$ cat src/rtl/core/crt_pkg.sv
// ----------------------------------------------------------------------------
// crt_pkg
// Shared types, codes and character classes for the collation rule tokenizer.
// ----------------------------------------------------------------------------
package crt_pkg;

    // Result kinds
    localparam logic [2:0] KIND_CHARS = 3'd0;
    localparam logic [2:0] KIND_EXT   = 3'd1;
    localparam logic [2:0] KIND_ENTRY = 3'd2;
    localparam logic [2:0] KIND_ERROR = 3'd3;
    localparam logic [2:0] KIND_NONE  = 3'd4;

    // Entry strengths; UNSET marks "no entry open"
    localparam logic [2:0] STR_PRIMARY   = 3'd0;
    localparam logic [2:0] STR_SECONDARY = 3'd1;
    localparam logic [2:0] STR_TERTIARY  = 3'd2;
    localparam logic [2:0] STR_IDENTICAL = 3'd3;
    localparam logic [2:0] STR_RESET     = 3'd4;
    localparam logic [2:0] STR_UNSET     = 3'd7;

    // Quote modes
    localparam logic [1:0] QM_OFF     = 2'd0;
    localparam logic [1:0] QM_LITERAL = 2'd1;
    localparam logic [1:0] QM_INSIDE  = 2'd2;

    // Code units with a meaning of their own
    localparam logic [15:0] CU_EQUAL = 16'h003D;
    localparam logic [15:0] CU_COMMA = 16'h002C;
    localparam logic [15:0] CU_SEMI  = 16'h003B;
    localparam logic [15:0] CU_LESS  = 16'h003C;
    localparam logic [15:0] CU_AMP   = 16'h0026;
    localparam logic [15:0] CU_SLASH = 16'h002F;
    localparam logic [15:0] CU_QUOTE = 16'h0027;
    localparam logic [15:0] CU_TAB   = 16'h0009;
    localparam logic [15:0] CU_LF    = 16'h000A;
    localparam logic [15:0] CU_FF    = 16'h000C;
    localparam logic [15:0] CU_CR    = 16'h000D;
    localparam logic [15:0] CU_SPACE = 16'h0020;

    // Result queue depth; must hold two results beyond a full output
    localparam int FIFO_DEPTH = 4;

    typedef struct packed {
        logic [2:0]  kind;
        logic [15:0] char_out;
        logic [2:0]  strength;
        logic        run_last;
    } result_t;

    function automatic logic is_special(input logic [15:0] cu);
        return (cu >= 16'h0020 && cu <= 16'h002F) ||
               (cu >= 16'h003A && cu <= 16'h003F) ||
               (cu >= 16'h005B && cu <= 16'h0060) ||
               (cu >= 16'h007B && cu <= 16'h007E);
    endfunction

    function automatic logic is_space(input logic [15:0] cu);
        return (cu == CU_TAB) || (cu == CU_LF) || (cu == CU_FF) ||
               (cu == CU_CR) || (cu == CU_SPACE);
    endfunction

    function automatic logic [2:0] symbol_strength(input logic [15:0] cu);
        logic [2:0] s;
        case (cu)
            CU_EQUAL: s = STR_IDENTICAL;
            CU_COMMA: s = STR_TERTIARY;
            CU_SEMI:  s = STR_SECONDARY;
            CU_LESS:  s = STR_PRIMARY;
            CU_AMP:   s = STR_RESET;
            default:  s = STR_UNSET;
        endcase
        return s;
    endfunction

endpackage

$ cat src/rtl/core/crt_parse.sv
// ----------------------------------------------------------------------------
// crt_parse
// Tokenizer state and per-unit decode; yields up to two results per unit.
// ----------------------------------------------------------------------------
module crt_parse (
    input  logic                 clk,
    input  logic                 rst_n,
    input  logic                 fire,
    input  logic [15:0]          cu,
    input  logic                 last,
    output logic [1:0]           push_n,
    output crt_pkg::result_t     res0,
    output crt_pkg::result_t     res1
);

    logic [2:0] open_reg,   open_next;
    logic       in_chars_reg, in_chars_next;
    logic [1:0] quote_reg,  quote_next;
    logic       seen_reg,   seen_next;
    logic       err_reg,    err_next;

    always_comb
    begin
        crt_pkg::result_t own;
        crt_pkg::result_t cls;
        logic             own_v;
        logic             cls_v;
        logic             fail;
        logic [2:0]       sym;

        open_next     = open_reg;
        in_chars_next = in_chars_reg;
        quote_next    = quote_reg;
        seen_next     = seen_reg;
        err_next      = err_reg;
        own           = '0;
        cls           = '0;
        own_v         = 1'b0;
        cls_v         = 1'b0;
        fail          = 1'b0;
        sym           = crt_pkg::symbol_strength(cu);

        if (err_reg)
        begin
            // swallow units until the pattern ends
        end
        else if (quote_reg != crt_pkg::QM_OFF && !(quote_reg == crt_pkg::QM_INSIDE
                 && cu == crt_pkg::CU_QUOTE))
        begin
            // quoted unit: chars if chars empty or chars part active
            own_v        = 1'b1;
            own.char_out = cu;
            if (!seen_reg || in_chars_reg)
            begin
                seen_next = 1'b1;
                own.kind  = crt_pkg::KIND_CHARS;
            end
            else
            begin
                own.kind  = crt_pkg::KIND_EXT;
            end
            quote_next = crt_pkg::QM_INSIDE;
        end
        else if (quote_reg == crt_pkg::QM_INSIDE)
        begin
            quote_next = crt_pkg::QM_OFF;      // closing quote
        end
        else if (sym != crt_pkg::STR_UNSET)
        begin
            if (open_reg == crt_pkg::STR_UNSET)
            begin
                open_next = sym;
            end
            else if (!seen_reg)
            begin
                own_v    = 1'b1;
                own.kind = crt_pkg::KIND_ERROR;
                fail     = 1'b1;
            end
            else
            begin
                own_v         = 1'b1;
                own.kind      = crt_pkg::KIND_ENTRY;
                own.strength  = open_reg;
                open_next     = sym;
                in_chars_next = 1'b1;
                quote_next    = crt_pkg::QM_OFF;
                seen_next     = 1'b0;
            end
        end
        else if (crt_pkg::is_space(cu))
        begin
            // skipped
        end
        else if (cu == crt_pkg::CU_SLASH)
        begin
            in_chars_next = 1'b0;
        end
        else if (cu == crt_pkg::CU_QUOTE)
        begin
            quote_next = crt_pkg::QM_LITERAL;
        end
        else if (open_reg == crt_pkg::STR_UNSET || crt_pkg::is_special(cu))
        begin
            own_v    = 1'b1;
            own.kind = crt_pkg::KIND_ERROR;
            fail     = 1'b1;
        end
        else
        begin
            own_v        = 1'b1;
            own.char_out = cu;
            if (in_chars_reg)
            begin
                seen_next = 1'b1;
                own.kind  = crt_pkg::KIND_CHARS;
            end
            else
            begin
                own.kind  = crt_pkg::KIND_EXT;
            end
        end

        if (fail && !last)
        begin
            err_next = 1'b1;
        end
        else if (!fail && !err_reg && last)
        begin
            // close the pattern on the updated state
            cls_v = 1'b1;
            if (open_next == crt_pkg::STR_UNSET)
            begin
                cls.kind = crt_pkg::KIND_NONE;
            end
            else if (!seen_next)
            begin
                cls.kind = crt_pkg::KIND_ERROR;
            end
            else
            begin
                cls.kind     = crt_pkg::KIND_ENTRY;
                cls.strength = open_next;
            end
        end

        if (last)
        begin
            open_next     = crt_pkg::STR_UNSET;
            in_chars_next = 1'b1;
            quote_next    = crt_pkg::QM_OFF;
            seen_next     = 1'b0;
            err_next      = 1'b0;
        end

        own.run_last = 1'b1;
        cls.run_last = 1'b1;
        if (own_v && cls_v)
        begin
            own.run_last = 1'b0;
            res0   = own;
            res1   = cls;
            push_n = 2'd2;
        end
        else if (own_v)
        begin
            res0   = own;
            res1   = cls;
            push_n = 2'd1;
        end
        else if (cls_v)
        begin
            res0   = cls;
            res1   = own;
            push_n = 2'd1;
        end
        else
        begin
            res0   = own;
            res1   = cls;
            push_n = 2'd0;
        end
    end

    always_ff @(posedge clk or negedge rst_n)
    begin
        if (!rst_n)
        begin
            open_reg     <= crt_pkg::STR_UNSET;
            in_chars_reg <= 1'b1;
            quote_reg    <= crt_pkg::QM_OFF;
            seen_reg     <= 1'b0;
            err_reg      <= 1'b0;
        end
        else if (fire)
        begin
            open_reg     <= open_next;
            in_chars_reg <= in_chars_next;
            quote_reg    <= quote_next;
            seen_reg     <= seen_next;
            err_reg      <= err_next;
        end
    end

    // Held error produces nothing
    a_err_silent: assert property (@(posedge clk) disable iff (!rst_n)
        fire && err_reg |-> push_n == 2'd0)
        else $error("result produced while error held");

    // A final unit always leaves the tokenizer in its reset state
    a_last_resets: assert property (@(posedge clk) disable iff (!rst_n)
        fire && last |=> open_reg == crt_pkg::STR_UNSET && !err_reg && !seen_reg)
        else $error("pattern end did not return to reset");

endmodule

$ cat src/rtl/core/crt_result_fifo.sv
// ----------------------------------------------------------------------------
// crt_result_fifo
// Small result queue: up to two writes and one read per cycle.
// ----------------------------------------------------------------------------
module crt_result_fifo (
    input  logic                 clk,
    input  logic                 rst_n,
    input  logic [1:0]           push_n,
    input  crt_pkg::result_t     wr0,
    input  crt_pkg::result_t     wr1,
    output logic                 room2,
    output logic                 out_valid,
    input  logic                 out_ready,
    output crt_pkg::result_t     head
);

    localparam int PW = $clog2(crt_pkg::FIFO_DEPTH);
    localparam int CW = $clog2(crt_pkg::FIFO_DEPTH + 1);
    localparam logic [CW-1:0] DEPTH_C = CW'(crt_pkg::FIFO_DEPTH);
    localparam logic [CW-1:0] ROOM_C  = CW'(crt_pkg::FIFO_DEPTH - 2);

    crt_pkg::result_t mem_reg [crt_pkg::FIFO_DEPTH];
    logic [PW-1:0] wr_reg, rd_reg;
    logic [CW-1:0] count_reg, count_next;
    logic          pop;
    logic [PW-1:0] wr_plus1;

    assign pop       = out_valid && out_ready;
    assign out_valid = (count_reg != '0);
    assign room2     = (count_reg <= ROOM_C);
    assign head      = mem_reg[rd_reg];
    assign wr_plus1  = wr_reg + PW'(1);
    assign count_next = count_reg + CW'(push_n) - CW'(pop);

    always_ff @(posedge clk)
    begin
        if (push_n != 2'd0)
        begin
            mem_reg[wr_reg] <= wr0;
        end
        if (push_n == 2'd2)
        begin
            mem_reg[wr_plus1] <= wr1;
        end
    end

    always_ff @(posedge clk or negedge rst_n)
    begin
        if (!rst_n)
        begin
            wr_reg    <= '0;
            rd_reg    <= '0;
            count_reg <= '0;
        end
        else
        begin
            wr_reg    <= wr_reg + PW'(push_n);
            rd_reg    <= rd_reg + PW'(pop);
            count_reg <= count_next;
        end
    end

    a_no_overflow: assert property (@(posedge clk) disable iff (!rst_n)
        count_reg <= DEPTH_C)
        else $error("result queue overflow");

    a_push_room: assert property (@(posedge clk) disable iff (!rst_n)
        push_n != 2'd0 |-> room2)
        else $error("push without room");

    a_pop_only: assert property (@(posedge clk) disable iff (!rst_n)
        pop && push_n == 2'd0 |=> count_reg == $past(count_reg) - CW'(1))
        else $error("count did not drop on pop");

endmodule

$ cat src/rtl/core/collation_rule_tokenizer.sv
// ----------------------------------------------------------------------------
// collation_rule_tokenizer
// Tokenizes a collation rule pattern, one UTF-16 code unit per transfer.
// ----------------------------------------------------------------------------
// Each input transfer carries one code unit and a pattern_end flag. The unit
// is captured in an input register and decoded from there, once the result
// queue has room, against the tokenizer state (open strength, chars/extension
// part, quote mode, error hold); that decode writes zero, one or two results
// into a four-entry result queue whose head drives the output ports. Results
// are registered in the queue before they reach the output ports.
// The decode stage fires whenever the queue has room for two results, so with
// the output side ready a new unit is taken every cycle, and the sustained
// rate is one unit per cycle as long as units yield at most one result each;
// a unit that yields two (content plus the pattern close) needs an extra
// output transfer. run_last marks the last result caused by a unit. After a
// format error, units are dropped without results until pattern_end.
// ----------------------------------------------------------------------------
module collation_rule_tokenizer (
    input  logic        clk,
    input  logic        rst_n,
    input  logic        in_valid,
    output logic        in_ready,
    input  logic [15:0] code_unit,
    input  logic        pattern_end,
    output logic        out_valid,
    input  logic        out_ready,
    output logic [2:0]  kind,
    output logic [15:0] char_out,
    output logic [2:0]  entry_strength,
    output logic        run_last
);

    // input register
    logic        in_v_reg;
    logic [15:0] cu_reg;
    logic        last_reg;

    logic             room2;
    logic             fire;      // decode stage consumes the held unit
    logic [1:0]       push_n;
    logic [1:0]       push_q;
    crt_pkg::result_t res0, res1, head;

    assign fire     = in_v_reg && room2;
    assign in_ready = !in_v_reg || fire;
    assign push_q   = fire ? push_n : 2'd0;

    always_ff @(posedge clk or negedge rst_n)
    begin
        if (!rst_n)
        begin
            in_v_reg <= 1'b0;
        end
        else if (in_ready)
        begin
            in_v_reg <= in_valid;
        end
    end

    always_ff @(posedge clk)
    begin
        if (in_ready && in_valid)
        begin
            cu_reg   <= code_unit;
            last_reg <= pattern_end;
        end
    end

    crt_parse u_parse (
        .clk    (clk),
        .rst_n  (rst_n),
        .fire   (fire),
        .cu     (cu_reg),
        .last   (last_reg),
        .push_n (push_n),
        .res0   (res0),
        .res1   (res1)
    );

    crt_result_fifo u_fifo (
        .clk       (clk),
        .rst_n     (rst_n),
        .push_n    (push_q),
        .wr0       (res0),
        .wr1       (res1),
        .room2     (room2),
        .out_valid (out_valid),
        .out_ready (out_ready),
        .head      (head)
    );

    assign kind           = head.kind;
    assign char_out       = head.char_out;
    assign entry_strength = head.strength;
    assign run_last       = head.run_last;

endmodule

$ cat config.mk
export PLATFORM = sky130hd
export DESIGN_NAME = collation_rule_tokenizer
export DESIGN_NICKNAME = d
export VERILOG_FILES = /design/src/rtl/core/crt_pkg.sv /design/src/rtl/core/crt_parse.sv /design/src/rtl/core/crt_result_fifo.sv /design/src/rtl/core/collation_rule_tokenizer.sv
export SDC_FILE = /design/constraint.sdc
export NUM_CORES = 1
export LEC_CHECK = 0
export BUFFER_PORTS_ARGS = -buffer_cell sky130_fd_sc_hd__buf_4
export CELL_PAD_IN_SITES_DETAIL_PLACEMENT = 0
export CELL_PAD_IN_SITES_GLOBAL_PLACEMENT = 1
export CORE_UTILIZATION = 50
export CTS_CLUSTER_SIZE = 12
export DETAILED_ROUTE_END_ITERATION = 8
export GPL_ROUTABILITY_DRIVEN = 0
export PLACE_DENSITY_LB_ADDON = 0.12
export SYNTH_ARGS = -nofsm -noshare
export SYNTH_HDL_FRONTEND = slang
export SYNTH_SLANG_ARGS = --single-unit
export TNS_END_PERCENT = 30
$ cat constraint.sdc
create_clock -name clk -period 4.1 [get_ports clk]
set_clock_uncertainty 0.15 [all_clocks]
set_input_delay 1.23 -clock clk [delete_from_list [all_inputs] [get_ports clk]]
set_output_delay 1.23 -clock clk [all_outputs]
set_load 0.02 [all_outputs]
; ---- Word-level counts from Yosys, hierarchy flattened
; Memory sizes are Yosys's and may differ from the RTL's.
; Cells that the tools add are included.
; W data, S select, Z words.
[classes]
magnitude_cmp = 9
mux = 101
n_reduce_logical = 38
n_addsub = 5
eq_ne = 27
[op_table]
columns = operator, n
row1 = $mux W23, 6
row2 = $eq A16 B6 Y1 const B, 8
row3 = $mux W19, 4
row4 = $eq A16 B4 Y1 const B, 4
row5 = $mux W3, 21
row6 = $mux W1, 52
row7 = $mux W22, 2
row8 = $ge A16 B6 Y1 const B, 2
row9 = $ge A16 B7 Y1 const B, 2
row10 = $le A16 B6 Y1 const B, 2
row11 = $le A16 B7 Y1 const B, 2
row12 = $mux W16, 2
row13 = $mux W2, 13
row14 = $ne A5 B2 Y1 const B, 3
row15 = $pmux W3 S5, 1
row16 = $logic_and A1 B1 Y1, 13
row17 = $logic_or A1 B1 Y1, 10
row18 = $reduce_and A8 Y1, 1
row19 = $reduce_and A7 Y1, 1
row20 = $eq A3 B3 Y1 const B, 2
row21 = $logic_not A1 Y1, 6
row22 = $ne A2 B2 Y1 const B, 3
row23 = $ne A3 B2 Y1 const B, 2
row24 = $ne A3 B3 Y1 const B, 2
row25 = 12 further kinds, 16
[word_totals]
wordCells = 192
ram_bits = 92
output_inout_bits = 25
mem_count = 1
input_bits = 21
regBits = 33
[mem_list]
columns = memory, words, word_bits, read_ports, rd_ports_with_merged_regs, wr, line
row1 = u_fifo.mem_reg, 4, 23, 1, 0, 2, crt_result_fifo.sv:22  ; crt_pkg::result_t mem_reg [crt_pkg::FIFO_DEPTH];

; ---- Depth between registers and ports, before layout
; Gate-level depths: netlist (run 1).
[depth]
depth_word = 26
ltp_mapped = 13
depth_no_buf = 12

; ---- Modules after synthesis
; From an unflattened synthesis (run 1), not the netlist that was laid out.
[hier_totals]
cells_unflattened = 489
area_unflattened_um2 = 7302.0
[modules_own_cells]
columns = mod, seq_area_each_um2, n_inst, area_each_um2, cells_each
row1 = crt_result_fifo, 2937.8, 1, 5106.1, 265
row2 = crt_parse, 205.2, 1, 1612.8, 200
row3 = collation_rule_tokenizer, 535.5, 1, 583.1, 24

; ---- Worst setup path before layout (run 1)
; OpenSTA, ideal clock, no wires.
[synth_timing]
kind = reg2reg
startpoint = register cu_reg[0]
endpoint = memory u_fifo.mem_reg[0][0] (netlist name)
required_ns = 3.828
slack_ns = 0.319
setup_time_ns = 0.122
path_stages_with_launch = 12
arrival_ns = 3.509
path_buffers = 1
synth_period_minus_slack_ns = 3.781
cell_sequence = edfxtp_1 and3_1 a2111oi_2 nand4_1 a311oi_2 nor2_1 ha_1 o21ai_0 nand2b_1 buf_1 nand2_1 o32a_1
[synth_lines]
columns = item, line
row1 = "start, declared", collation_rule_tokenizer.sv:35  ; logic [15:0] cu_reg;
row2 = "start signal, assigned", collation_rule_tokenizer.sv:64  ; cu_reg <= code_unit;
row3 = "end, declared", crt_result_fifo.sv:22

==> results of run 1 <==
-- power by group --
group	total [mW]	switching, mW	internal [mW]
logic	1.52	0.870	0.654
registers	1.79	0.168	1.63
clock network	1.54	0.527	1.01
total	4.86	1.57	3.29
-- cells by family (layout without fill, tap and decap cells) --
family	count (synthesis)	after routing	share of synthesized area [%]
DFF	125	125	58.82
xor gates and xnor gates	7	7	0.9911
AOI/OAI and AO/OA	71	71	9.284
adders and majority gates	7	7	1.537
and+or+nand+nor	172	172	17.56
muxes	26	26	8.920
buffers and inverters	39	105	2.892
-- final cells by class --
cell class	instances	area (µm²)	area share (%)
flip-flops and latches	125	3638	49.60
multi-input cells	283	2387	32.54
repair buffers	62	478.0	6.515
clock buffers	20	436.7	5.953
well taps	147	183.9	2.507
clock inverters	12	170.2	2.320
inverters	11	41.29	0.5629
-- Yosys cell counts, types with 7 or more instances --
| cell | n | area share (%) |
|---|---|---|
| dfrtp_1 | 12 | 4.9 |
| edfxtp_1 | 105 | 51 |
| nor2_1 | 19 | 1.2 |
| a21oi_1 | 7 | 0.57 |
| o22ai_1 | 24 | 2.4 |
| inv_1 | 11 | 0.67 |
| buf_1 | 7 | 0.42 |
| clkbuf_1 | 11 | 0.67 |
| nor4_1 | 10 | 1.0 |
| nand2b_1 | 8 | 0.81 |
| o21ai_0 | 8 | 0.65 |
| mux4_2 | 23 | 8.4 |
| nand2_1 | 17 | 1.0 |
| and2_1 | 60 | 6.1 |
-- routing by layer --
| metal | global-route usage [%] | vias to the layer above | routed length [µm] | part of all wire [%] |
|---|---|---|---|---|
| met5 | 0 | - | 0 | 0 |
| met4 | 7.807 | 0 | 180 | 1.3 |
| met3 | 6.427 | 19 | 690 | 5.1 |
| met2 | 36.40 | 135 | 6520 | 48 |
| met1 | 30.88 | 1978 | 6193 | 46 |
| li1 | - | 1841 | - | - |
-- worst paths after layout --
check	to	slack, ns	cells after the start
worst min-delay path	u_fifo.mem_reg[0][0]	0.33	1
worst min register to register	u_fifo.mem_reg[0][0]	0.33	1
min in group asynchronous	u_parse.quote_reg[0]	0.53	1
max in group asynchronous	u_parse.in_chars_reg	3.02	1
worst max register to register	u_fifo.mem_reg[1][16]	0.30	10
worst max-delay path	u_fifo.mem_reg[1][16]	0.30	10
-- stage by stage --
step | utilization (%) | instances
detailed placement | 55.86 | 628
finish | 61.07 | 660
global route | 61.07 | 660
global placement | 55.86 | 628
floorplan | - | 447
CTS | 60.92 | 660
-- worst register-to-register path, stage by stage (launching register included) --
cell and delay, ns:
edfxtp_1 0.57, and3_1 0.31, a2111oi_2 0.42, nand4_1 0.16, a311oi_2 0.30, nor2_1 0.08, ha_1 0.35, o21ai_0 0.14
or2_2 0.44, nor3_4 0.52, and2_1 0.22
-- timing repair --
item,4_1_cts,5_1_grt
buffers inserted,0,0
endpoints found under the setup margin,0,42
resized for setup,0,3
==> flow_summary.ini, run 1 <==
[status]
outcome = finished clean

[layout]
diodes = 0
syn2layout_area_growth_pct = 18.59
drive_above_1_share_pct = 28.27
final_cell_mix = 105 x edfxtp_1, 61 x buf_4, 60 x and2_1, 24 x o22ai_1, 23 x mux4_2
final_area_mm2 = 0.007336
fill_cells = 948
layout.nets = 528
layout_commonest_cell = edfxtp_1
largest_reg_flops = 92

[critical_path]
cpPeakStageDelay_ns = 0.57
rr_startpoint = cu_reg[0]
crit_start = cu_reg[0]
cp_slowest_cell = edfxtp_1
path_max_fanout = 16
cp_data_arrival_time_ns = 3.93
path_buf_inv = 0
cp-end-kind = flop
path_class = reg2reg
crit_chain = and3_1 > a2111oi_2 > nand4_1 > a311oi_2 > nor2_1 > ha_1 > o21ai_0 > or2_2 > nor3_4 > and2_1
worstPathRequired_ns = 4.22
path_delay_family = simple AND/OR/NAND/NOR gates
worst_setup_path_start_kind = flop

[sta]
fin_crit_sh_pct = 92.80
worst_slack_ns = 0.2954
fmax_mhz = 262.8
period_minus_slack_ns = 3.805
hold_slack_ns = 0.3277
finalSetupTns_ns = 0
maxSlewHeadroom_pct = 33.61
hold_viol_final = 0
worst_slew_pin_slew_ns = 0.9958
slew_violations = 0
finalSetupViolations = 0
rsz0062_at_grt = false

[cts]
ctsLongestPathBuffers = 2
h-tree-depth = 4
root_buffer = clkbuf_16
clock-sinks = 125
clkTransAtPathRegs_ns = 0.05
cts_hold_buf = 0
clk_latency_ns = 0.41
cts_tree = built
cts_made_buffers = 17

[placement]
dpl-instance-area_mm2 = 0.006710
hpwl_um = 9120
pre_cts_ws_ns = 0.04142
portBuffers = 45

[detailed_routing]
avgViaCountPerCell = 6.020
drt-total-wl_um = 13580
vias = 3973
drc = 0
firstDrtPassIters = 5
drtAntennaViolNets = 0
wl_per_cell_um = 20.58
first_iter_violations = 338

[power_and_ir_drop]
pwr_density_cell_mw_per_mm2 = 662.0
ir_worst_vdd_v = 0.0003646
p_leak_nw = 2.560
total_power_mw = 4.856

[die]
pin_count = 46
placementRows = 40
die_y_um = 113.2
die-width_um = 113.2
core_mm2 = 0.01201
initial_core_util_pct = 51.50
die_area_mm2 = 0.01282

[global_routing]
grt_pass1_vias = 3938
antenna_found_initial = 0
grt_pass1_wl_um = 21600
grt_max_degree = 25
grt_use_total_pct = 23.05
overflow = 0

[logic_synthesis]
synth.avg_cell_area_um2 = 13.84
yosys.cell_types.count = 67
synth_edf_count = 105
async_reset_ff_share_pct = 12.80
ys_ff_latch = 125
ys.warnings.count = 0
ys.flop_type = edfxtp_1
seq_area_frac_synth_pct = 58.82
syn_area_mm2 = 0.006186
syn_nets = 475
netlist_instances = 447

[flow_run]
max_cap_violations = 0

[hold_path]
hp-start = u_fifo.mem_reg[0][0]
hp-class = reg2reg
Power figures use the tool's default switching activity.
==> run 2: changes to the inputs <==
PLACE_DENSITY_LB_ADDON = 0.15   (was 0.12)
==> run 2 against run 1 <==
Against the previous run: die area is the same; routed wire length shrank 1.3%; largest cell class unchanged; global-route usage shrank 0.40 points.
==> flow_summary.ini, run 2 (same netlist as run 1, synthesis figures left out) <==
[status]
outcome = finished clean

[critical_path]
worst_setup_path_start_kind = flop
cp_slowest_cell = edfxtp_1
path_buf_inv = 0
path_max_fanout = 16
path_delay_family = simple AND/OR/NAND/NOR gates
cpPeakStageDelay_ns = 0.58
path_class = reg2reg
cp_data_arrival_time_ns = 4.01
crit_chain = and3_1 > a2111oi_2 > nand4_1 > a311oi_2 > nor2_1 > ha_1 > o21ai_0 > or2_2 > nor3_4 > and2_1
worstPathRequired_ns = 4.23
cp-end-kind = flop

[global_routing]
overflow = 0
grt_use_total_pct = 22.65
grt_max_degree = 25
grt_pass1_wl_um = 21400
antenna_found_initial = 0
grt_pass1_vias = 3943

[layout]
final_cells = 661
final_cell_mix = 105 x edfxtp_1, 60 x and2_1, 59 x buf_4, 24 x o22ai_1, 23 x mux4_2
syn2layout_area_growth_pct = 20.49
final_area_mm2 = 0.007453
drive_above_1_share_pct = 29.77
largest_reg_flops = 92
diodes = 0
layout.nets = 529
layout_commonest_cell = edfxtp_1

[sta]
fin_crit_sh_pct = 94.82
worst_slew_pin_slew_ns = 1.015
maxSlewHeadroom_pct = 32.35
finalSetupViolations = 0
hold_slack_ns = 0.3154
finalSetupTns_ns = 0
slew_violations = 0
period_minus_slack_ns = 3.888
rsz0062_at_grt = false
fmax_mhz = 257.2
hold_viol_final = 0

[detailed_routing]
avgViaCountPerCell = 5.941
drt-total-wl_um = 13410
firstDrtPassIters = 5
drc = 0
wl_per_cell_um = 20.29
first_iter_violations = 287
drtAntennaViolNets = 0
vias = 3927

[placement]
dpl-instance-area_mm2 = 0.006755
hpwl_um = 9156
portBuffers = 45
dp.cells = 629

[cts]
clkTransAtPathRegs_ns = 0.06
ctsLongestPathBuffers = 2
cts_made_buffers = 17
root_buffer = clkbuf_16
clock-sinks = 125
cts_tree = built
clk_latency_ns = 0.41
cts_hold_buf = 0
h-tree-depth = 4

[die]
pin_count = 46
core_mm2 = 0.01201
die_y_um = 113.2
die-width_um = 113.2
initial_core_util_pct = 51.50
die_area_mm2 = 0.01282
placementRows = 40

[power_and_ir_drop]
p_sw_mw = 1.573
power_frac_comb_pct = 30.5
internal_power_mw = 3.427
pwr_density_cell_mw_per_mm2 = 670.8
p_leak_nw = 2.601
sequentialPowerShare_pct = 35.9
switching_share_pct = 31.45
p_clk_share_pct = 33.6
ir_worst_vdd_v = 0.0003878

[flow_run]
max_cap_violations = 0

[hold_path]
hp-class = reg2reg
-- run 2: final cells by class --
cell class,instances,area (µm²)
Clock buffer,17,425.4
Clock inverter,15,242.7
Fill cell,931,4558
Inverter,11,41.29
Multi-Input combinational cell,283,2399
Sequential cell,125,3638
Tap cell,147,183.9
Timing Repair Buffer,63,523.0
-- run 2: stage by stage --
| step | power [mW] | worst slack, ns | util (%) |
|---|---|---|---|
| floorplan | 2.797 | 0.3187 | - |
| global placement | 3.318 | 0.1284 | 56.24 |
| detailed placement | 3.347 | 0.03202 | 56.24 |
| CTS | 5.040 | 0.001046 | 61.85 |
| global route | 5.229 | 0.01774 | 62.05 |
| finish | 5.000 | 0.2122 | 62.05 |
-- run 2: power groups by stage --
stage / clock network [mW] / registers [mW] / logic, mW
after floorplan: 0 / 1.74 / 1.05
after global placement: 0 / 1.81 / 1.51
after detailed placement: 0 / 1.82 / 1.53
after CTS: 1.70 / 1.80 / 1.54
after global routing: 1.76 / 1.82 / 1.65
final: 1.68 / 1.79 / 1.53
-- run 2: worst register-to-register path, stage by stage (launching register included) --
cell and delay, ns:
edfxtp_1 0.58, and3_1 0.32, a2111oi_2 0.40, nand4_1 0.16, a311oi_2 0.32, nor2_1 0.08
ha_1 0.38, o21ai_0 0.18, or2_2 0.39, nor3_4 0.57, and2_1 0.23
-- run 2: path summary, 6_finish.rpt --
kind | from | endpoint | slack, ns | cells after the start
worst max-delay path | cu_reg[0] | u_fifo.mem_reg[2][4] | 0.21 | 10
worst min-delay path | u_fifo.rd_reg[1] | u_fifo.rd_reg[1] | 0.32 | 1
worst max register to register | cu_reg[0] | u_fifo.mem_reg[2][4] | 0.21 | 10
min in group asynchronous | rst_n | u_parse.err_reg | 0.52 | 1
max in group asynchronous | rst_n | u_parse.open_reg[0] | 3.04 | 1
worst min register to register | u_fifo.rd_reg[1] | u_fifo.rd_reg[1] | 0.32 | 1
-- run 2: layer usage --
layer	vias to the layer above	track usage (%)	wire length, µm
met4	0	9.474	143
met1	1939	29.98	5890
met3	12	4.178	657
met2	124	36.97	6718
met5	-	0	0
li1	1852	-	-
-- run 2: what timing repair did --
action | CTS | global route
endpoints found under the setup margin | 2 | 66
resized for setup | 1 | 5
setup buffers | 0 | 0
endpoints found under the hold margin | 0 | 0
